**config.mk**
```make
export PLATFORM = sky130hd
export DESIGN_NAME = lbpf_window
export DESIGN_NICKNAME = d
export VERILOG_FILES = /design/src/assert_macros.svh /design/src/lbpf_pkg.sv /design/src/lbpf_window.sv
export SDC_FILE = /design/constraint.sdc
export NUM_CORES = 1
export LEC_CHECK = 0
export BUFFER_PORTS_ARGS = -buffer_cell sky130_fd_sc_hd__clkbuf_2
export CAP_MARGIN = 10
export CORE_MARGIN = 8
export CORE_UTILIZATION = 52
export CTS_BUF_LIST = sky130_fd_sc_hd__clkbuf_4 sky130_fd_sc_hd__clkbuf_8
export DETAILED_ROUTE_END_ITERATION = 8
export PLACE_DENSITY = 0.86
export SYNTH_ARGS = -nofsm -noshare
export SYNTH_HDL_FRONTEND = slang
export SYNTH_SLANG_ARGS = --single-unit
```
**constraint.sdc**
```tcl
create_clock -name clk -period 0.96 [get_ports clk]
set_input_delay 0 -clock clk [delete_from_list [all_inputs] [get_ports clk]]
set_output_delay 0 -clock clk [all_outputs]
set_load 0.02 [all_outputs]
```
**src/assert_macros.svh**
```systemverilog
// Assertion helpers used by the filter unit.
`ifndef ASSERT_MACROS_SVH
`define ASSERT_MACROS_SVH
`ifndef SYNTHESIS
// Same-cycle implication.
`define ASSERT_IMPLIES(label, clk, rst, ante, cons) \
  label: assert property (@(posedge clk) disable iff (rst) (ante) |-> (cons)) \
    else $error("assertion failed: implication");
// Next-cycle implication.
`define ASSERT_NEXT(label, clk, rst, ante, cons) \
  label: assert property (@(posedge clk) disable iff (rst) (ante) |=> (cons)) \
    else $error("assertion failed: next-cycle implication");
`else
`define ASSERT_IMPLIES(label, clk, rst, ante, cons)
`define ASSERT_NEXT(label, clk, rst, ante, cons)
`endif
`endif

```
**src/lbpf_pkg.sv**
```systemverilog
`timescale 1ns / 1ps
package lbpf_pkg;

  localparam int MAX_WIDTH_DEFAULT = 4096;
  localparam int STORED_LINES      = 4;
  localparam int LINE_LIMIT        = 4096;
  localparam int PIX_W             = 8;
  localparam int POS_W             = 12;
  localparam int DIM_W             = 13;
  localparam int MEM_W             = PIX_W * STORED_LINES;

  localparam logic [PIX_W-1:0] NONUNIFORM_CODE = 8'd9;
  localparam logic [DIM_W-1:0] DIM_MIN         = 13'd5;
  localparam logic [DIM_W-1:0] HEIGHT_MAX      = 13'd4096;
  localparam logic [DIM_W-1:0] WIDTH_RESET     = 13'd640;
  localparam logic [DIM_W-1:0] HEIGHT_RESET    = 13'd480;

  typedef enum logic [1:0] {
    MODE_STANDARD = 2'd0,
    MODE_MODIFIED = 2'd1,
    MODE_UNIFORM  = 2'd2,
    MODE_OFF      = 2'd3
  } mode_t;

  typedef enum logic [1:0] {
    REG_PATTERN_MODE  = 2'd0,
    REG_WINDOW_SELECT = 2'd1,
    REG_IMAGE_WIDTH   = 2'd2,
    REG_IMAGE_HEIGHT  = 2'd3
  } reg_index_t;

  typedef struct packed {
    logic [PIX_W-1:0] pixel_value;
    logic             frame_start;
  } in_item_t;

  typedef struct packed {
    logic [PIX_W-1:0] pattern_code;
    logic [POS_W-1:0] centre_column;
    logic [POS_W-1:0] centre_row;
    logic             frame_done;
  } out_item_t;

  typedef struct packed {
    mode_t mode;
    logic  wide;
  } pattern_cfg_t;

  // [row][column], column 4 is the newest
  typedef logic [4:0][4:0][PIX_W-1:0] window_t;

  // Ring offsets, neighbor p in bit p
  localparam int RING_SMALL_DX  [8] = '{-1,  0,  1,  1,  1,  0, -1, -1};
  localparam int RING_SMALL_DY  [8] = '{-1, -1, -1,  0,  1,  1,  1,  0};
  localparam int RING_SPARSE_DX [8] = '{-1,  0,  1,  2,  1,  0, -1, -2};
  localparam int RING_SPARSE_DY [8] = '{-1, -2, -1,  0,  1,  2,  1,  0};
  localparam int RING_WIDE_DX   [8] = '{-2,  0,  2,  2,  2,  0, -2, -2};
  localparam int RING_WIDE_DY   [8] = '{-2, -2, -2,  0,  2,  2,  2,  0};

endpackage

```
**src/lbpf_window.sv**
```systemverilog
`timescale 1ns / 1ps
module lbpf_window (
  input  logic                                        clk,
  input  logic                                        rst,
  input  logic                                        shift,
  input  logic [3:0][lbpf_pkg::PIX_W-1:0]             col_lines,
  input  logic [lbpf_pkg::PIX_W-1:0]                  pixel,
  output lbpf_pkg::window_t                           window
);

  always_ff @(posedge clk) begin
    if (rst) begin
      window <= '0;
    end else if (shift) begin
      for (int y = 0; y < 5; y++) begin
        for (int x = 0; x < 4; x++) begin
          window[y][x] <= window[y][x+1];
        end
      end
      for (int y = 0; y < 4; y++) begin
        window[y][4] <= col_lines[y];
      end
      window[4][4] <= pixel;
    end
  end

endmodule

```
Word level (Yosys, flattened, before mapping):

Cells that the tools add are included.

* logic and storage cells: 25
* bits of input ports: 43
* register bits after elaboration: 200
* output and inout bits: 200

Depth between registers and ports, before layout:

Gate-level depths: netlist of run 1.

* depth after elaboration: 0
* mapped depth: 4
* depth with buffers taken out: 2

Worst setup path before layout of run 1:

OpenSTA, ideal clock, no wires.

* path type: input port to flip-flop
* start point: input port rst
* end point: register window[100] (netlist name)
* data required time: 0.832 ns
* library setup time: 0.128 ns
* cell stages on the path: 3
* arrival: 0.570 ns
* setup slack: 0.262 ns
* path buffers: 2
* cells stage by stage: clkbuf_1 clkbuf_1 nor2_1

RTL lines
* start, declared: RTL line lbpf_window.sv:4 `input logic rst,`
* end signal, assigned by index: RTL line lbpf_window.sv:17 `window[y][x] <= window[y][x+1];`
* end signal, assigned by index: RTL line lbpf_window.sv:21 `window[y][4] <= col_lines[y];`
* end, declared: RTL line lbpf_window.sv:8 `output lbpf_pkg::window_t window`

No word-level cell between the ends.

==> results of run 1 <==
-- metal layers --
layer  global-route usage  up-vias  part of all wire
met2               0.5979      574              0.50
met4               0.2670        2             0.091
met1               0.2973     3738              0.33
li1                     -     3084                 -
met5                    0        -           0.00029
met3              0.09036      237             0.087
-- through the flow --
step	hold WS, ns	util
5_1_grt	0.05591	0.9561
6_report	0.06501	0.9561
3_5_place_dp	0.2432	0.6175
3_3_place_gp	0.2321	0.6175
2_1_floorplan	0.1472	-
4_1_cts	0.05124	0.9032
-- critical path, cell delays in order, from the launching register on --
cell,delay (ns)
dfxtp_4,0.39
buf_4,0.15
mux2i_1,0.30
nor2_1,0.14
-- how the worst max path moves through the flow --
stage | end | cells after the start | slack [ns]
6_report | window[3]$_SDFFE_PP0P_ | 3 | -0.15
5_1_grt | window[5]$_SDFFE_PP0P_ | 4 | -0.15
4_1_cts | window[128] | 1 | -0.05
3_5_place_dp | window[19]$_SDFFE_PP0P_ | 4 | 0.07
3_3_place_gp | window[79]$_SDFFE_PP0P_ | 4 | 0.12
2_1_floorplan | window[100]$_SDFFE_PP0P_ | 3 | 0.26
-- kinds of logic (layout without fill, tap and decap cells) --
logic type,Yosys count,in the layout
buffers and inverters,44,531
other,0,1
DFF,200,200
and+or+nand+nor,200,200
muxes,200,200
-- what timing repair did --
action / in CTS / in global routing
endpoints found under the setup margin: 200 / 200
resized for setup: 600 / 232
setup buffers: 147 / 51
pin swaps: 0 / 2
hold buffers: 42 / 0
hold endpoints to repair: 78 / 0
-- cell type report --
cell class,count,share of cell area
well taps,180,0.01717
flip-flops and latches,200,0.3289
clock inverters,6,0.006868
diodes,1,0.0001908
clock buffers,23,0.02318
multi-input cells,400,0.2118
repair buffers,502,0.4119
-- cells in the final DEF (no fill, tap or decap) --
cell           count
clkinv_2           1
clkbuf_4           2
buf_6              2
buf_4            208
dfxtp_2          176
clkbuf_2          40
mux2i_1          193
clkbuf_8          21
dlygate4sd3_1     42
clkinvlp_4         1
diode_2            1
buf_12             9
inv_6              2
dfxtp_4           24
nor2_1           200
mux2i_2            7
bufinv_16          2
buf_8            201
-- report_power, final --
part | internal (W) | leakage (nW) | switching [W]
Clock | 0.00263 | 0.202 | 0.00316
Combinational | 0.00137 | 4.46 | 0.00131
Sequential | 0.00848 | 1.72 | 0.000245
Total | 0.0125 | 6.38 | 0.00471
==> results.cfg, run 1 <==
[logic_synthesis]
synth_enable_flop_cells = 0
yosysTopAreaCellShare = 0.5567
ys_seq_area_frac = 0.5567
syn-cell-area_sq_um = 7192
ys_ff_latch = 200
ys_types = 7
synth_top_area_cell = dfxtp_1
yosys_most_used_dff = dfxtp_1
syn_inst = 644
synthArstFlopShare = 0
synth_compound_area_frac = 0
synth-adder-area-share = 0
synth_nets = 687
ys.warnings.count = 0
synth.area.mux_share = 0.2784
post_synth.cell_area_avg_sq_um = 11.17
yosys.area_share.simple = 0.1044
synth_top_family_by_area = multiplexers
synthTopCellsByCount = dfxtp_1 (200), mux2i_1 (200), nor2_1 (200)
yosys.area_share.xor_xnor = 0
synth_area_leaders = dfxtp_1 (56%), mux2i_1 (28%), nor2_1 (10%)

[hold_path]
min_to = window[76]$_SDFFE_PP0P_
whs_path_depth = 4
hold_path_class = in -> reg
worstHoldStart = shift

[cells_and_area]
ff_latch_area_sq_um = 4314
largest_reg_flops = 200
multi_input_area_sq_um = 2779
largest_registers = window (200)
finalInstanceArea_sq_um = 13120
stdcell_count = 1312
largest_register = window
drive_gt1_frac = 0.6154
syn_to_final_growth_pct = 82.39
fill_cells = 292
finish.net_count = 1164

[timing]
setup_viol = 235
finClkSkew_ns = 0.01970
setup_tns_ns = -7.675
fmax_ghz = 0.8985
fin_crit_ns = 1.113
rsz0062_at_grt = yes
postLayoutSetupSlackWorst_ns = -0.1529
timing.final.crit_share = 1.159
hold_violations = 0
relSlewSlack = 0.6747
worst_pin_slew_ns = 0.4743
final_max_slew_viol_count = 0

[power_and_ir_drop]
p_leak_nw = 6.385
irDropWorstVdd_uv = 1904
finalPower_w = 0.01719
powerDensity_nw_per_um2 = 1310

[detailed_routing]
vias_per_cell = 5.819
drtIter0Drc = 762
ant_nets = 0
routedWlPerCell_um = 28.88
drt_pre_antenna_iters = 7
drc = 0
drt_wl_total_um = 37890
routed-via-count = 7635

[global_routing]
antenna_found_initial = 2
grt_util_all_layers = 0.3273
overflow = 0
grt_pass1_wl_um = 44670
grt_max_degree = 51
grt_pass1_vias = 7645

[floorplan]
io_pins = 243
die_w_um = 133.6
core_area_sq_um = 13720
start_util = 0.5242
rows = 43
die_area_sq_um = 17850
die_h_um = 133.6

[clock_tree]
htree_levels = 4
tritoncts = done
clock-sinks = 200
clock-root-buffer = clkbuf_8
cts_buffer_depth = 2
clkTransAtPathRegs_ns = 0.11
cts_buffers = 17
clk_latency_ns = 0.51

[place]
gp_congestion = 0.7797
post-place-ws_ns = 0.07133
io_buffer_count = 242
dp.cells = 1042
hpwl_um = 12640
place_area_sq_um = 8472

[run_status]
violations = setup timing
outcome = finished with violations

[critical_path]
worst-setup-path-type = reg -> reg
reg2reg_to = window[3]$_SDFFE_PP0P_
worstSetupEndpointType = flop
critPathLaunchType = flop
crit_arrival_ns = 1.48
ff2ff_setup_slack_ns = -0.15
worst-endpoint-required_ns = 1.33
reg2reg_from = window[11]$_SDFFE_PP0P_
crit_fanout = 2
critPathLaunch = window[11]$_SDFFE_PP0P_
reg2regPathDepth = 3

[job]
drv_cap = 0
Note: power is estimated with default switching activity, not from simulation.
==> run 2: changes to the inputs <==
--- a/config.mk
+++ b/config.mk
@@ -5,10 +5,11 @@
 export SDC_FILE = /design/constraint.sdc
 export NUM_CORES = 1
 export LEC_CHECK = 0
+export ABC_AREA = 1
 export BUFFER_PORTS_ARGS = -buffer_cell sky130_fd_sc_hd__clkbuf_2
 export CAP_MARGIN = 10
 export CORE_MARGIN = 8
-export CORE_UTILIZATION = 52
+export CORE_UTILIZATION = 55
 export CTS_BUF_LIST = sky130_fd_sc_hd__clkbuf_4 sky130_fd_sc_hd__clkbuf_8
 export DETAILED_ROUTE_END_ITERATION = 8
 export PLACE_DENSITY = 0.86
==> run 2 against run 1 <==
Against the previous run:
- critical endpoint is now window[129]$_SDFFE_PP0P_
- the run ends with hold timing, setup timing left
- first-iteration DRC count rose by 49%
- critical path depth rose by 3
- sequential power up 9.7%
- largest cell class unchanged
- combinational power up 130%
- worst setup slack lost 0.11 ns
==> results.cfg, run 2 <==
[run_status]
outcome = finished with violations
violations = hold timing, setup timing

[timing]
rsz0062_at_grt = yes
hold_violations = 6
fmax_ghz = 0.8177
worst_pin_slew_ns = 0.3299
setup_viol = 138
finClkSkew_ns = 0.02800
final_max_slew_viol_count = 0
postLayoutSetupSlackWorst_ns = -0.2630
fin_crit_ns = 1.223
timing.final.crit_share = 1.274
relSlewSlack = 0.7798
holdWs_ns = -0.04928

[logic_synthesis]
yosysTopAreaCellShare = 0.4220
synthArstFlopShare = 0
synth_nets = 1311
ys_types = 10
ys_seq_area_frac = 0.4220
post_synth.cell_area_avg_sq_um = 7.483
ys_ff_latch = 200
yosys_most_used_dff = dfxtp_1
syn-cell-area_sq_um = 9488
synth_enable_flop_cells = 0
synth_area_leaders = dfxtp_1 (42%), nand2_2 (14%), nor2_2 (13%)
synthTopCellsByCount = nand2_2 (210), inv_1 (201), dfxtp_1 (200), nor2_1 (200), nor2_2 (200)
ys.warnings.count = 0
synth.most_common_cell = nand2_2
synth_top_area_cell = dfxtp_1
syn_inst = 1268

[cells_and_area]
drive_gt1_frac = 0.6356
finish.net_count = 1749
stdcell_count = 1943
layout_common_cells = nand2_2 (212), buf_8 (201), nor2_2 (200), nor2_1 (199), inv_1 (198)
largest_registers = window (200)
syn_to_final_growth_pct = 58.55
largest_reg_flops = 200
largest_register = window
antenna_cells = 0
finalInstanceArea_sq_um = 15040
layout_commonest_cell = nand2_2

[floorplan]
die_w_um = 147.3
die_area_sq_um = 21710
io_pins = 243
die_h_um = 147.3
start_util = 0.5563
rows = 48
core_area_sq_um = 17060

[power_and_ir_drop]
seqPwrFrac = 0.446
swShare = 0.3428
p_switching_w = 0.007354
powerDensity_nw_per_um2 = 1426
p_leak_nw = 7.330
finalPower_w = 0.02145
p_clk_frac = 0.260
irDropWorstVdd_uv = 1061
intPower_w = 0.01410
p_comb_frac = 0.293

[place]
place_area_sq_um = 10600
gp_congestion = 0.8015
post-place-ws_ns = 0.06684
hpwl_um = 15190
dp.cells = 1695
io_buffer_count = 242

[global_routing]
grt_pass1_wl_um = 54880
grt_util_all_layers = 0.3178
grt_pass1_vias = 10243
overflow = 0
antenna_found_initial = 1
grt_max_degree = 49

[critical_path]
critPathMaxStageDelay_ns = 0.39
cpMaxStageDelayCell = dfxtp_2
crit_arrival_ns = 1.58
crit_fanout = 2
cp_cell_sequence = buf_4, buf_4, inv_1, nand2_2, nand2_2, nor2_2
worst-setup-path-type = reg -> reg
worstSetupEndpointType = flop
critPathLaunchType = flop
worst-endpoint-required_ns = 1.32

[job]
drv_cap = 0

[clock_tree]
htree_levels = 4
clock-sinks = 200
cts_buffers = 17
clk_latency_ns = 0.50
tritoncts = done
postCtsHoldBufs = 41
cts_buffer_depth = 2
clock-root-buffer = clkbuf_8
clkTransAtPathRegs_ns = 0.13

[detailed_routing]
drt_wl_total_um = 43120
routed-via-count = 10717
vias_per_cell = 5.516
ant_nets = 0
routedWlPerCell_um = 22.19
drc = 0
drtIter0Drc = 1132
drt_pre_antenna_iters = 7

[hold_path]
hold_path_class = in -> reg
==> run 2: cell count changes after synthesis, sizes merged <==
cell	previous run	this run
buf	32	67
nand2	0	400
clkbuf	12	0
nor2	200	400
inv	0	201
mux2i	200	0
==> run 2: worst max-delay path: cells and delay by family (launching register included) <==
kind	cells	cell delay (ns)
AND/OR/NAND/NOR	3	0.42
flip-flops	1	0.39
buffers and inverters	3	0.28
==> run 2: kinds of logic (layout without fill, tap and decap cells) <==
family                 Yosys count  after routing  share of synthesized area
buffers and inverters          268            718                     0.1534
DFF                            200            200                     0.4220
and+or+nand+nor                800            800                     0.4246
==> run 2: power groups by stage <==
stage	combinational (W)	sequential [W]	clock, W
after global routing	0.00656	0.00960	0.00580
final	0.00629	0.00958	0.00559
after global placement	0.00355	0.00945	0
after CTS	0.00523	0.00935	0.00531
after floorplan	0.00217	0.0100	0
after detailed placement	0.00366	0.00946	0
==> run 2: final timing paths <==
kind | cells after the start | start | to | slack, ns
worst max-delay path | 6 | window[137]$_SDFFE_PP0P_ | window[129]$_SDFFE_PP0P_ | -0.26
worst min-delay path | 3 | shift | window[110]$_SDFFE_PP0P_ | -0.05
worst max register to register | 6 | window[137]$_SDFFE_PP0P_ | window[129]$_SDFFE_PP0P_ | -0.26
worst min register to register | 2 | window[122]$_SDFFE_PP0P_ | window[122]$_SDFFE_PP0P_ | 0.51
==> run 2: stage by stage <==
stage	TNS, ns	hold WS (ns)	util
finish	-3.490	-0.04928	0.8820
global route	-6.246	-0.04865	0.8820
CTS	-3.172	-0.06916	0.8459
detailed placement	0	0.2965	0.6213
global placement	0	0.2880	0.6213
floorplan	0	0.2000	-
==> run 2: timing repair <==
item,CTS,global route
endpoints found under the hold margin,51,7
pin swaps,0,0
setup buffers,139,37
gates resized for setup,601,236
endpoints found under the setup margin,200,201
==> run 2: layout make-up <==
class / instances / area, sq um
Timing Repair Buffer: 486 / 5258
Sequential cell: 200 / 4332
Multi-Input combinational cell: 800 / 4041
Fill cell: 636 / 2013
Inverter: 201 / 759.5
Tap cell: 225 / 281.5
Clock buffer: 21 / 276.5
Clock inverter: 10 / 95.09
==> run 2: per-layer routing <==
layer / GRT usage / up-vias / part of all wire
li1: - / 4438 / -
met1: 0.3207 / 4964 / 0.32
met2: 0.5674 / 968 / 0.49
met3: 0.08397 / 345 / 0.11
met4: 0.2106 / 2 / 0.087
met5: 0 / - / 0.00030
