[src/assert_macros.svh]
// Assertion helpers used by the filter unit.
`ifndef ASSERT_MACROS_SVH
`define ASSERT_MACROS_SVH
`ifndef SYNTHESIS
// Same-cycle implication.
`define ASSERT_IMPLIES(label, clk, rst, ante, cons) \
  label: assert property (@(posedge clk) disable iff (rst) (ante) |-> (cons)) \
    else $error("assertion failed: implication");
// Next-cycle implication.
`define ASSERT_NEXT(label, clk, rst, ante, cons) \
  label: assert property (@(posedge clk) disable iff (rst) (ante) |=> (cons)) \
    else $error("assertion failed: next-cycle implication");
`else
`define ASSERT_IMPLIES(label, clk, rst, ante, cons)
`define ASSERT_NEXT(label, clk, rst, ante, cons)
`endif
`endif

[src/lbpf_pkg.sv]
`timescale 1ns / 1ps
package lbpf_pkg;

  localparam int MAX_WIDTH_DEFAULT = 4096;
  localparam int STORED_LINES      = 4;
  localparam int LINE_LIMIT        = 4096;
  localparam int PIX_W             = 8;
  localparam int POS_W             = 12;
  localparam int DIM_W             = 13;
  localparam int MEM_W             = PIX_W * STORED_LINES;

  localparam logic [PIX_W-1:0] NONUNIFORM_CODE = 8'd9;
  localparam logic [DIM_W-1:0] DIM_MIN         = 13'd5;
  localparam logic [DIM_W-1:0] HEIGHT_MAX      = 13'd4096;
  localparam logic [DIM_W-1:0] WIDTH_RESET     = 13'd640;
  localparam logic [DIM_W-1:0] HEIGHT_RESET    = 13'd480;

  typedef enum logic [1:0] {
    MODE_STANDARD = 2'd0,
    MODE_MODIFIED = 2'd1,
    MODE_UNIFORM  = 2'd2,
    MODE_OFF      = 2'd3
  } mode_t;

  typedef enum logic [1:0] {
    REG_PATTERN_MODE  = 2'd0,
    REG_WINDOW_SELECT = 2'd1,
    REG_IMAGE_WIDTH   = 2'd2,
    REG_IMAGE_HEIGHT  = 2'd3
  } reg_index_t;

  typedef struct packed {
    logic [PIX_W-1:0] pixel_value;
    logic             frame_start;
  } in_item_t;

  typedef struct packed {
    logic [PIX_W-1:0] pattern_code;
    logic [POS_W-1:0] centre_column;
    logic [POS_W-1:0] centre_row;
    logic             frame_done;
  } out_item_t;

  typedef struct packed {
    mode_t mode;
    logic  wide;
  } pattern_cfg_t;

  // [row][column], column 4 is the newest
  typedef logic [4:0][4:0][PIX_W-1:0] window_t;

  // Ring offsets, neighbor p in bit p
  localparam int RING_SMALL_DX  [8] = '{-1,  0,  1,  1,  1,  0, -1, -1};
  localparam int RING_SMALL_DY  [8] = '{-1, -1, -1,  0,  1,  1,  1,  0};
  localparam int RING_SPARSE_DX [8] = '{-1,  0,  1,  2,  1,  0, -1, -2};
  localparam int RING_SPARSE_DY [8] = '{-1, -2, -1,  0,  1,  2,  1,  0};
  localparam int RING_WIDE_DX   [8] = '{-2,  0,  2,  2,  2,  0, -2, -2};
  localparam int RING_WIDE_DY   [8] = '{-2, -2, -2,  0,  2,  2,  2,  0};

endpackage

[src/lbpf_code.sv]
`timescale 1ns / 1ps
module lbpf_code (
  input  lbpf_pkg::window_t          window,
  input  lbpf_pkg::pattern_cfg_t     cfg,
  output logic [lbpf_pkg::PIX_W-1:0] code
);

  logic [lbpf_pkg::PIX_W-1:0] g_small  [8];
  logic [lbpf_pkg::PIX_W-1:0] g_sparse [8];
  logic [lbpf_pkg::PIX_W-1:0] g_wide   [8];
  logic [10:0]                sum;
  logic [lbpf_pkg::PIX_W-1:0] avg;
  logic [lbpf_pkg::PIX_W-1:0] centre;
  logic [7:0]                 mean_bits;
  logic [7:0]                 ring_bits;
  logic [3:0]                 trans;
  logic                       rad2;

  always_comb begin
    for (int p = 0; p < 8; p++) begin
      g_small[p]  = window[3'(3 + lbpf_pkg::RING_SMALL_DY[p])]
                          [3'(3 + lbpf_pkg::RING_SMALL_DX[p])];
      g_sparse[p] = window[3'(2 + lbpf_pkg::RING_SPARSE_DY[p])]
                          [3'(2 + lbpf_pkg::RING_SPARSE_DX[p])];
      g_wide[p]   = window[3'(2 + lbpf_pkg::RING_WIDE_DY[p])]
                          [3'(2 + lbpf_pkg::RING_WIDE_DX[p])];
    end
  end

  // Mean of the eight distance-2 points as (sum + 1) / 8, truncated
  always_comb begin
    sum = 11'd1;
    for (int p = 0; p < 8; p++) begin
      sum = sum + 11'(g_wide[p]);
    end
    avg = sum[10:3];
    for (int p = 0; p < 8; p++) begin
      mean_bits[p] = g_wide[p] > avg;
    end
  end

  always_comb begin
    rad2   = cfg.wide;
    centre = rad2 ? window[2][2] : window[3][3];
    for (int p = 0; p < 8; p++) begin
      ring_bits[p] = rad2 ? (g_sparse[p] >= centre) : (g_small[p] >= centre);
    end
    trans = 4'($countones(ring_bits ^ {ring_bits[6:0], ring_bits[7]}));
  end

  always_comb begin
    unique case (cfg.mode)
      lbpf_pkg::MODE_MODIFIED: code = mean_bits;
      lbpf_pkg::MODE_UNIFORM:  code = (trans > 4'd2) ? lbpf_pkg::NONUNIFORM_CODE : ring_bits;
      lbpf_pkg::MODE_STANDARD: code = ring_bits;
      default:                 code = ring_bits;
    endcase
  end

endmodule

[config.mk]
export PLATFORM = sky130hd
export DESIGN_NAME = lbpf_code
export DESIGN_NICKNAME = d
export VERILOG_FILES = /design/src/assert_macros.svh /design/src/lbpf_pkg.sv /design/src/lbpf_code.sv
export SDC_FILE = /design/constraint.sdc
export NUM_CORES = 1
export LEC_CHECK = 0
export BUFFER_PORTS_ARGS = -buffer_cell sky130_fd_sc_hd__buf_4
export CAP_MARGIN = 20
export CORE_AREA = 4 4 80 82
export DETAILED_ROUTE_END_ITERATION = 8
export DIE_AREA = 0 0 84 86
export PLACE_DENSITY = 0.86
export SYNTH_ARGS = -nofsm -noshare
export SYNTH_HDL_FRONTEND = slang
export SYNTH_SLANG_ARGS = --single-unit
[constraint.sdc]
create_clock -name vclk -period 8.3
set_input_delay 1.66 -clock vclk [all_inputs]
set_output_delay 1.66 -clock vclk [all_outputs]
set_load 0.05 [all_outputs]
# --- After elaboration in Yosys (flattened, before gate mapping) ---
# Cells that the tools add are included.
totals:
  reg_bits: 0
  latchBits: 0
  ramBits: 0
  mem_bits_ro: 0
  output_inout_bits: 8
  word_cells: 29
  mem_count: 0
classes:
  add_sub_neg: 7
  multipliers: 0
  div_mod_pow: 0
  order_cmp: 10
  n_eq_ne: 2
  shift: 0
  mux: 9
  n_bitwise: 1
  n_reduce_logical: 0
op_table:
  columns: ["op", "n"]
  rows:
  - ["$ge A8 B8 Y1", 9]
  - ["$mux W8", 2]
  - ["$pmux W8 S2", 1]
  - ["$add A4 B4 Y4", 3]
  - ["$add A1 B1 Y2", 4]
  - ["$xor A8 B8 Y8", 1]
  - ["$mux W1", 6]
  - ["$gt A4 B2 Y1 const B", 1]
  - ["$eq A2 B1 Y1 const B", 1]
  - ["$eq A2 B2 Y1 const B", 1]

# --- Depth between registers and ports, before layout ---
# Gate-level depths: netlist (run 1).
logic_depth:
  word_depth: 10
  ltp_mapped: 18
  mapped_depth_nobuf: 17

# --- Worst setup path before layout (run 1) ---
# No wires, ideal clock.
synth_path:
  kind: "input port to output port"
  startpoint: "in cfg[0] (netlist bit)"
  endpoint: "out code[4] (netlist bit)"
  t_arrival_ps: 6447
  t_required_ps: 6640
  path_slack_ps: 193
  path_stages: 16
  cell_sequence: "buf_2 > o21ai_0 > ha_1 > nor2b_1 > o21ai_0 > a211oi_1 > nor2_1 > o21ai_1 > xor2_1 > ha_1 > fa_1 > inv_1 > ha_1 > nor3b_1 > nor4b_2 > a21oi_1"
synth_via:
  elab_chain_cells: 10
  elab_cells_between_ends: 27
  cone_classes: "add/sub (7); order compare (10); mux (9); bitwise (1)"
synth_rtl:
  columns: ["element", "line", "rtl"]
  rows:
  - ["start: declaration", "lbpf_code.sv:4", "input lbpf_pkg::pattern_cfg_t cfg,"]
  - ["$mux W8", "lbpf_code.sv:44", "centre = rad2 ? window[2][2] : window[3][3];"]
  - ["$ge A8 B8 Y1", "lbpf_code.sv:46", "ring_bits[p] = rad2 ? (g_sparse[p] >= centre) : (g_small[p] >= centre);"]
  - ["$mux W1", "lbpf_code.sv:46", null]
  - ["$xor A8 B8 Y8", "lbpf_code.sv:48", "trans = 4'($countones(ring_bits ^ {ring_bits[6:0], ring_bits[7]}));"]
  - ["$add A1 B1 Y2 (implied by the code)", "lbpf_code.sv:48", null]
  - ["$add A4 B4 Y4 (implied by the code) (2 in series)", "lbpf_code.sv:48", null]
  - ["$gt A4 B2 Y1", "lbpf_code.sv:54", "lbpf_pkg::MODE_UNIFORM: code = (trans > 4'd2) ? lbpf_pkg::NONUNIFORM_CODE : ring_bits;"]
  - ["$mux W8", "lbpf_code.sv:54", null]
  - ["$pmux W8 S2 (*)", "lbpf_code.sv:52", "unique case (cfg.mode)"]
  - ["end: declaration", "lbpf_code.sv:5", "output logic [lbpf_pkg::PIX_W-1:0] code"]
# Every way passes the cells marked *; elsewhere a longest branch is shown, timed or not. The select of a mux whose other input is x is not followed.

# --- Worst setup path in the final report (run 1) ---
layout_path:
  startpoint: "in cfg[0] (netlist bit)"
  endpoint: "out code[2] (netlist bit)"
# The elaborated chain is that of the path after synthesis.

==> results.yml, run 1 <==
sta:
  fin_crit_ps: 7510
  rsz0062_at_grt: "false"
  worst_pin_slew_ps: 526
  hold_ws_ps: 3660
  hold_viol: 0
  fmax_mhz: 133
  fin_setup_tns_ps: 0
  max-slew-margin-rel_pct: 63.9
  drv_slew: 0
  setup_viol: 0
  fin_crit_sh_pct: 90.5
critical_path:
  cpMostUsedCell: "ha_1"
  cp.arrival_ps: 5850
  crit_type: "primary input to primary output"
  max_stage_delay_ps: 470
  crit_slowest_cell: "nor4b_2"
  worstSetupPathDepth: 19
  endpoint_kind: "primary output"
  cp_top_family: "adder cells"
  cp-start-kind: "primary input"
  worstPathRequired_ps: 6640
  critPathBufInv: 5
  crit_chain: "buf_4 > o21ai_0 > buf_2 > ha_1 > nor2b_1 > o21ai_0 > a211oi_1 > nor2_1 > o21ai_2 > xor2_1 > ha_1 > fa_1 > inv_1 > ha_1 > nor3b_1 > nor4b_2 > inv_1 > and2_1 > buf_4"
  path_max_fanout: 15
  critPathLaunch: "cfg[0]"
pwr:
  cellLeakagePower_nw: 1.35
  powerDensity_mw_per_mm2: 86.7
  ir_drop_uv: 87.0
  power.total_w: 0.000216
logic_synthesis:
  yosysWarnings: 0
  synth_area_leaders: "ha_1 54%, a21oi_1 4.6%, mux2i_1 4.1%"
  synth_nets: 480
  synthesis.area_mm2: 0.00173
  ys_seq_area_share_pct: 0
  synth_cell_type_count: 29
  synth_cells: 201
  ys_top_cells_by_count: "75 x ha_1, 16 x a21oi_1, 15 x nand2_1, 14 x o21ai_0, 12 x inv_1"
  synth.top_cell.area_share_pct: 54.3
  synth_most_common_cell: "ha_1"
  synth_largest_area_cell: "ha_1"
  syn_avg_cell_area_um2: 8.60
floorplanning:
  num_io_pins: 211
  start_util_pct: 30.1
  rows: 28
  dieWidth_um: 84
  dieArea_mm2: 0.00722
  die_h_um: 86
  core_mm2: 0.00575
clock_tree:
  cts_resized: 0
  cts_setup_buffers: 0
  holdBufCountCts: 0
grt:
  grt_antenna_before_repair: 0
  grt_usage_pct: 13.9
  grt_pass1_wl_um: 8480
  grt_max_degree: 16
  grt_pass1_vias: 1858
  grt-ovfl-total: 0
hold_path:
  holdPathStages: 3
  hold_start: "cfg[1]"
  hold_class: "primary input to primary output"
detailed_routing:
  ant_nets: 0
  via_per_inst: 4.88
  firstDrtPassIters: 4
  drt-total-wl_um: 5060
  drcViolationCount: 0
  wl_per_cell_um: 13.9
  drtIter0Drc: 27
  num_vias: 1781
place:
  port_buffers: 82
  gp_congestion: 0.753
  dp_hpwl_um: 4630
finish:
  drive_gt1_share_pct: 32.8
  diodes: 0
  multiInputGateArea_mm2: 0.00167
  fill_cells: 591
  fin_nets: 571
  area_growth_pct: 44.1
  nFlopsAndLatches: 0
  final_util_pct: 43.3
  nClkBuffers: 0
  regArea_um2: 0
run:
  drv_cap: 0
run_status:
  status: "complete, no violations"
-- final cells by class --
| class | instances | share of cell area (%) |
|---|---|---|
| Timing Repair Buffer | 91 | 27.3 |
| Tap cell | 75 | 3.77 |
| Inverter | 12 | 1.81 |
| Multi-Input combinational cell | 187 | 67.1 |
-- kinds of logic after synthesis --
logic type	share of synthesized area, %
xor gates and xnor gates	2.03
and+or+nand+nor	13.5
adders and majority gates	55.5
other	0.217
buffers and inverters	3.33
muxes	4.06
AOI/OAI and AO/OA	21.4
-- where the power goes --
group          leakage, nW  internal, W  switching [W]
Clock                    0            0              0
Sequential               0            0              0
Combinational         1.35    0.0000957       0.000120
Total                 1.35    0.0000957       0.000120
-- tightest hold or removal path: stages --
cell     delay, ps
buf_4           80
nor4b_2         60
buf_4          190
-- final timing paths --
path | end
hold / removal | code[3]
setup / recovery | code[2]
-- stage by stage --
step                      cell area [um2]  instances  worst slack [ps]
after floorplan                      1730        201               193
after global placement               2480        364               393
after detailed placement             2480        364               258
after CTS                            2480        364               250
after global routing                 2490        365               452
final                                2490        365               785
-- metal layers --
layer	vias up	share of wire (%)	track usage, %
met1	781	43	16.8
met4	0	0	0
met3	0	7.9	3.27
li1	947	-	-
met2	53	49	26.5
met5	-	0	0
-- cells in the final DEF, fill, tap and decap left out --
| master | synthesis | final |
|---|---|---|
| buf_4 | 1 | 90 |
| ha_1 | 75 | 75 |
| a21oi_1 | 16 | 16 |
| nand2_1 | 15 | 15 |
| o21ai_0 | 14 | 14 |
| inv_1 | 12 | 12 |
| a211oi_1 | 9 | 9 |
| mux2i_1 | 7 | 7 |
| nor2b_1 | 7 | 7 |
| nor2_1 | 7 | 7 |
| o2111ai_1 | 6 | 6 |
| a21o_1 | 6 | 6 |
| nand3_1 | 4 | 4 |
| nand4b_1 | 4 | 4 |
| xor2_1 | 3 | 3 |
| o21ai_1 | 2 | 2 |
| o21ai_2 | 1 | 1 |
| xnor2_1 | 1 | 1 |
| nor3b_2 | 1 | 1 |
| o21bai_1 | 1 | 1 |
| nor3_1 | 1 | 1 |
| a2111oi_4 | 1 | 1 |
| nor3b_1 | 1 | 1 |
| nor4b_2 | 1 | 1 |
| nand2b_1 | 1 | 1 |
| and2_1 | 1 | 1 |
| fa_1 | 1 | 1 |
| conb_1 | 1 | 1 |
| buf_2 | 1 | 1 |
(Power assumes the default switching activity.)
==> run 2, diff against run 1 <==
CAP_MARGIN = 10   (was 20)
CORE_AREA = not set   (was 4 4 80 82)
CORE_ASPECT_RATIO = 1.5   (was not set)
CORE_MARGIN = 4   (was not set)
CORE_UTILIZATION = 30   (was not set)
DIE_AREA = not set   (was 0 0 84 86)
PLACE_DENSITY = 0.85   (was 0.86)
==> run 2 against run 1 <==
Against the previous run: count of clock-buffer cells in the layout unchanged; flip-flop and latch count unchanged; critical path depth unchanged; critical path type unchanged.
==> results.yml, run 2 (same netlist as run 1, synthesis figures left out) <==
run_status:
  status: "complete, no violations"
floorplanning:
  num_io_pins: 211
  rows: 33
  start_util_pct: 31.2
  dieArea_mm2: 0.00706
  die_h_um: 101
  dieWidth_um: 70.0
  core_mm2: 0.00553
hold_path:
  holdPathStages: 3
  min_to: "code[3]"
  hold_start: "cfg[1]"
  hold_class: "primary input to primary output"
detailed_routing:
  drt-total-wl_um: 4980
  num_vias: 1839
  firstDrtPassIters: 6
  via_per_inst: 5.12
  drcViolationCount: 0
  ant_nets: 0
  drtIter0Drc: 49
  wl_per_cell_um: 13.9
finish:
  nClkBuffers: 0
  drive_gt1_share_pct: 32.5
  area_growth_pct: 43.4
  final_area_mm2: 0.00248
  final_util_pct: 44.8
  diodes: 0
  final_common_cell: "buf_4"
  nFlopsAndLatches: 0
  layout_common_cells: "90 x buf_4, 75 x ha_1, 16 x a21oi_1"
  fin_nets: 570
  fill_cells: 567
  regArea_um2: 0
critical_path:
  cp-start-kind: "primary input"
  worstPathRequired_ps: 6640
  endpoint_kind: "primary output"
  cp.arrival_ps: 5800
  crit_type: "primary input to primary output"
  path_max_fanout: 15
sta:
  max-slew-margin-rel_pct: 59.4
  fin_crit_sh_pct: 89.9
  worst_pin_slew_ps: 608
  hold_viol: 0
  setup_viol: 0
  drv_slew: 0
  fin_crit_ps: 7460
  fmax_mhz: 134
  fin_setup_tns_ps: 0
  rsz0062_at_grt: "false"
clock_tree:
  cts_setup_buffers: 0
  holdBufCountCts: 0
  cts_resized: 0
pwr:
  ir_drop_uv: 34.9
  cellLeakagePower_nw: 1.34
  powerDensity_mw_per_mm2: 86.9
grt:
  grt_pass1_wl_um: 8380
  grt-ovfl-total: 0
  grt_antenna_before_repair: 0
  grt_pass1_vias: 1930
  grt_max_degree: 16
  grt_usage_pct: 14.1
place:
  gp_congestion: 0.768
  dp_hpwl_um: 4620
  port_buffers: 82
  postPlaceCellArea_mm2: 0.00248
run:
  drv_cap: 0
-- run 2: cell types whose count changed in the layout (fill, tap and decap cells not counted) --
| cell | before | now |
|---|---|---|
| buf_2 | 1 | 0 |
-- run 2: final cells by class --
cell class | instances | area, um2 | area share (%)
timing repair buffer | 90 | 676 | 27.3
multi-input combinational | 187 | 1670 | 67.4
tap | 70 | 87.6 | 3.53
inverter | 12 | 45.0 | 1.82
-- run 2: worst max-delay path, cell delays in order --
cell and delay (ps):
buf_4 220, mux2i_1 210, buf_4 200, ha_1 250, a21oi_1 130, o21ai_0 120
a211oi_1 260, nor2_1 70, o21ai_1 290, xor2_1 200, ha_1 270, fa_1 460
inv_1 80, ha_1 210, nor3b_1 150, nor4b_2 530, inv_1 110, and2_1 180
buf_4 180
-- run 2: worst max path at each step --
stage | depth (start not counted) | end | startpoint
global route | 19 | code[2] | cfg[0]
floorplan | 16 | code[4] | cfg[0]
CTS | 19 | code[2] | cfg[0]
global placement | 19 | code[2] | cfg[0]
finish | 19 | code[2] | cfg[0]
detailed placement | 19 | code[2] | cfg[0]
-- run 2: metrics by stage --
stage / instances / hold slack, ps / setup slack (ps) / power, W
final: 359 / 3680 / 838 / 0.000215
after global routing: 359 / 3700 / 392 / 0.000242
after CTS: 359 / 3690 / 777 / 0.000219
after detailed placement: 359 / 3680 / 804 / 0.000218
after global placement: 359 / 3670 / 925 / 0.000207
after floorplan: 201 / 3450 / 193 / 0.000139
-- run 2: report_power, final --
group / total, W / switching (W) / internal, W
sequential: 0 / 0 / 0
combinational: 0.000215 / 0.000120 / 0.0000957
clock: 0 / 0 / 0
total: 0.000215 / 0.000120 / 0.0000957
-- run 2: per-layer routing --
layer	share of wire [%]	vias up	track usage (%)
li1	-	950	-
met5	0	-	0
met1	39	824	15.9
met2	53	59	27.7
met4	1.1	0	2.06
met3	6.3	6	2.30
==> run 3, diff against run 2 <==
REMOVE_ABC_BUFFERS = 1   (was not set)
==> run 3 against run 2 <==
Against the previous run: total power decreased by 0.82%; worst hold slack worse by 18 ps; flip-flop and latch count is the same; setup slack worse by 150 ps; die area is the same; via count is 1.4% lower; global-route usage about the same; largest power group unchanged; fmax shrank 1.9%; sequential share of layout area unchanged; critical path depth stayed put.
==> results.yml, run 3 (same netlist as run 1, synthesis figures left out) <==
sta:
  fin_crit_sh_pct: 91.6
  fmax_mhz: 131
  hold_ws_ps: 3660
  worst_pin_slew_ps: 591
  drv_slew: 0
  setup_viol: 0
  rsz0062_at_grt: "false"
  max-slew-margin-rel_pct: 60.2
  hold_viol: 0
  fin_setup_tns_ps: 0
  fin_crit_ps: 7610
critical_path:
  path_max_fanout: 15
  crit_end: "code[2]"
  crit_chain: "buf_4 > o21ai_0 > buf_4 > ha_1 > nor2b_1 > o21ai_0 > a211oi_1 > nor2_1 > o21ai_1 > xor2_1 > ha_1 > fa_1 > inv_1 > ha_1 > nor3b_1 > nor4b_2 > inv_1 > and2_1 > buf_4"
  cp.arrival_ps: 5950
  worstPathRequired_ps: 6640
  crit_type: "primary input to primary output"
  max_stage_delay_ps: 510
  crit_slowest_cell: "o21ai_0"
  endpoint_kind: "primary output"
  critPathLaunch: "cfg[0]"
  cp-start-kind: "primary input"
detailed_routing:
  drt-total-wl_um: 4900
  wl_per_cell_um: 13.6
  firstDrtPassIters: 2
  drcViolationCount: 0
  ant_nets: 0
  num_vias: 1813
  drtIter0Drc: 13
  via_per_inst: 5.05
finish:
  layout_common_cells: "90 x buf_4, 75 x ha_1, 16 x a21oi_1"
  regArea_um2: 0
  stdcell_count: 359
  fin_nets: 570
  nClkBuffers: 0
  final_area_mm2: 0.00248
  multiInputGateArea_mm2: 0.00167
  fill_cells: 584
  final_common_cell: "buf_4"
  area_growth_pct: 43.4
  diodes: 0
  nFlopsAndLatches: 0
  drive_gt1_share_pct: 32.5
place:
  postPlaceCellArea_mm2: 0.00248
  gp_congestion: 0.842
  port_buffers: 82
  placed_cells: 359
  dp_hpwl_um: 4550
grt:
  grt_max_degree: 16
  grt_pass1_vias: 1963
  grt_usage_pct: 14.1
  grt_pass1_wl_um: 8400
  grt-ovfl-total: 0
  grt_antenna_before_repair: 0
pwr:
  powerDensity_mw_per_mm2: 86.2
  power_frac_comb_pct: 100.0
  swShare_pct: 55.3
  cellLeakagePower_nw: 1.34
  ir_drop_uv: 43.9
  p_int_w: 0.0000955
  seqPwrFrac_pct: 0
  p_sw_w: 0.000118
  power_frac_clock_pct: 0
  power.total_w: 0.000214
floorplanning:
  die_h_um: 101
  num_io_pins: 211
  dieWidth_um: 70.0
  dieArea_mm2: 0.00706
  rows: 33
  core_mm2: 0.00553
  start_util_pct: 31.2
clock_tree:
  cts_setup_buffers: 0
  cts_resized: 0
  holdBufCountCts: 0
run:
  drv_cap: 0
run_status:
  status: "complete, no violations"
hold_path:
  hold_class: "primary input to primary output"
  holdPathStages: 3
==> run 3: cell counts in the layout (fill, tap and decap cells not counted) <==
No cell type changed its count.
==> run 3: how the worst min path moves through the flow <==
| stage | start | to | slack, ps |
|---|---|---|---|
| global placement | cfg[1] | code[3] | 3660 |
| global route | cfg[1] | code[3] | 3680 |
| floorplan | cfg[1] | code[3] | 3450 |
| CTS | cfg[1] | code[3] | 3660 |
| finish | cfg[1] | code[3] | 3660 |
| detailed placement | cfg[1] | code[3] | 3660 |
==> run 3: metrics by stage <==
stage | utilization, % | setup slack [ps]
global route | 44.8 | 112
CTS | 44.8 | 606
floorplan | - | 376
detailed placement | 44.8 | 625
finish | 44.8 | 693
global placement | 44.8 | 734
==> run 3: area by class of cell <==
cell class                 count  area share, %
multi-input combinational    187           67.4
inverter                      12           1.82
tap                           70           3.53
timing repair buffer          90           27.3
==> run 3: per-layer routing <==
metal  track usage, %  wire (um)
met5                0          0
met2             28.5       2580
met1             15.3       1910
met4             1.03         31
met3             2.99        375
==> run 3: power groups by stage <==
stage / Sequential [W] / Clock (W) / Combinational, W
4_1_cts: 0 / 0 / 0.000217
2_1_floorplan: 0 / 0 / 0.000138
3_5_place_dp: 0 / 0 / 0.000215
3_3_place_gp: 0 / 0 / 0.000205
6_report: 0 / 0 / 0.000214
5_1_grt: 0 / 0 / 0.000244
==> run 3: worst max-delay path, delay by kind of cell <==
family          cells  cell delay (ps)
compound gates      4             1170
fa+ha+maj           4             1170
simple gates        5              960
buf+inv             5              800
xor+xnor            1              190
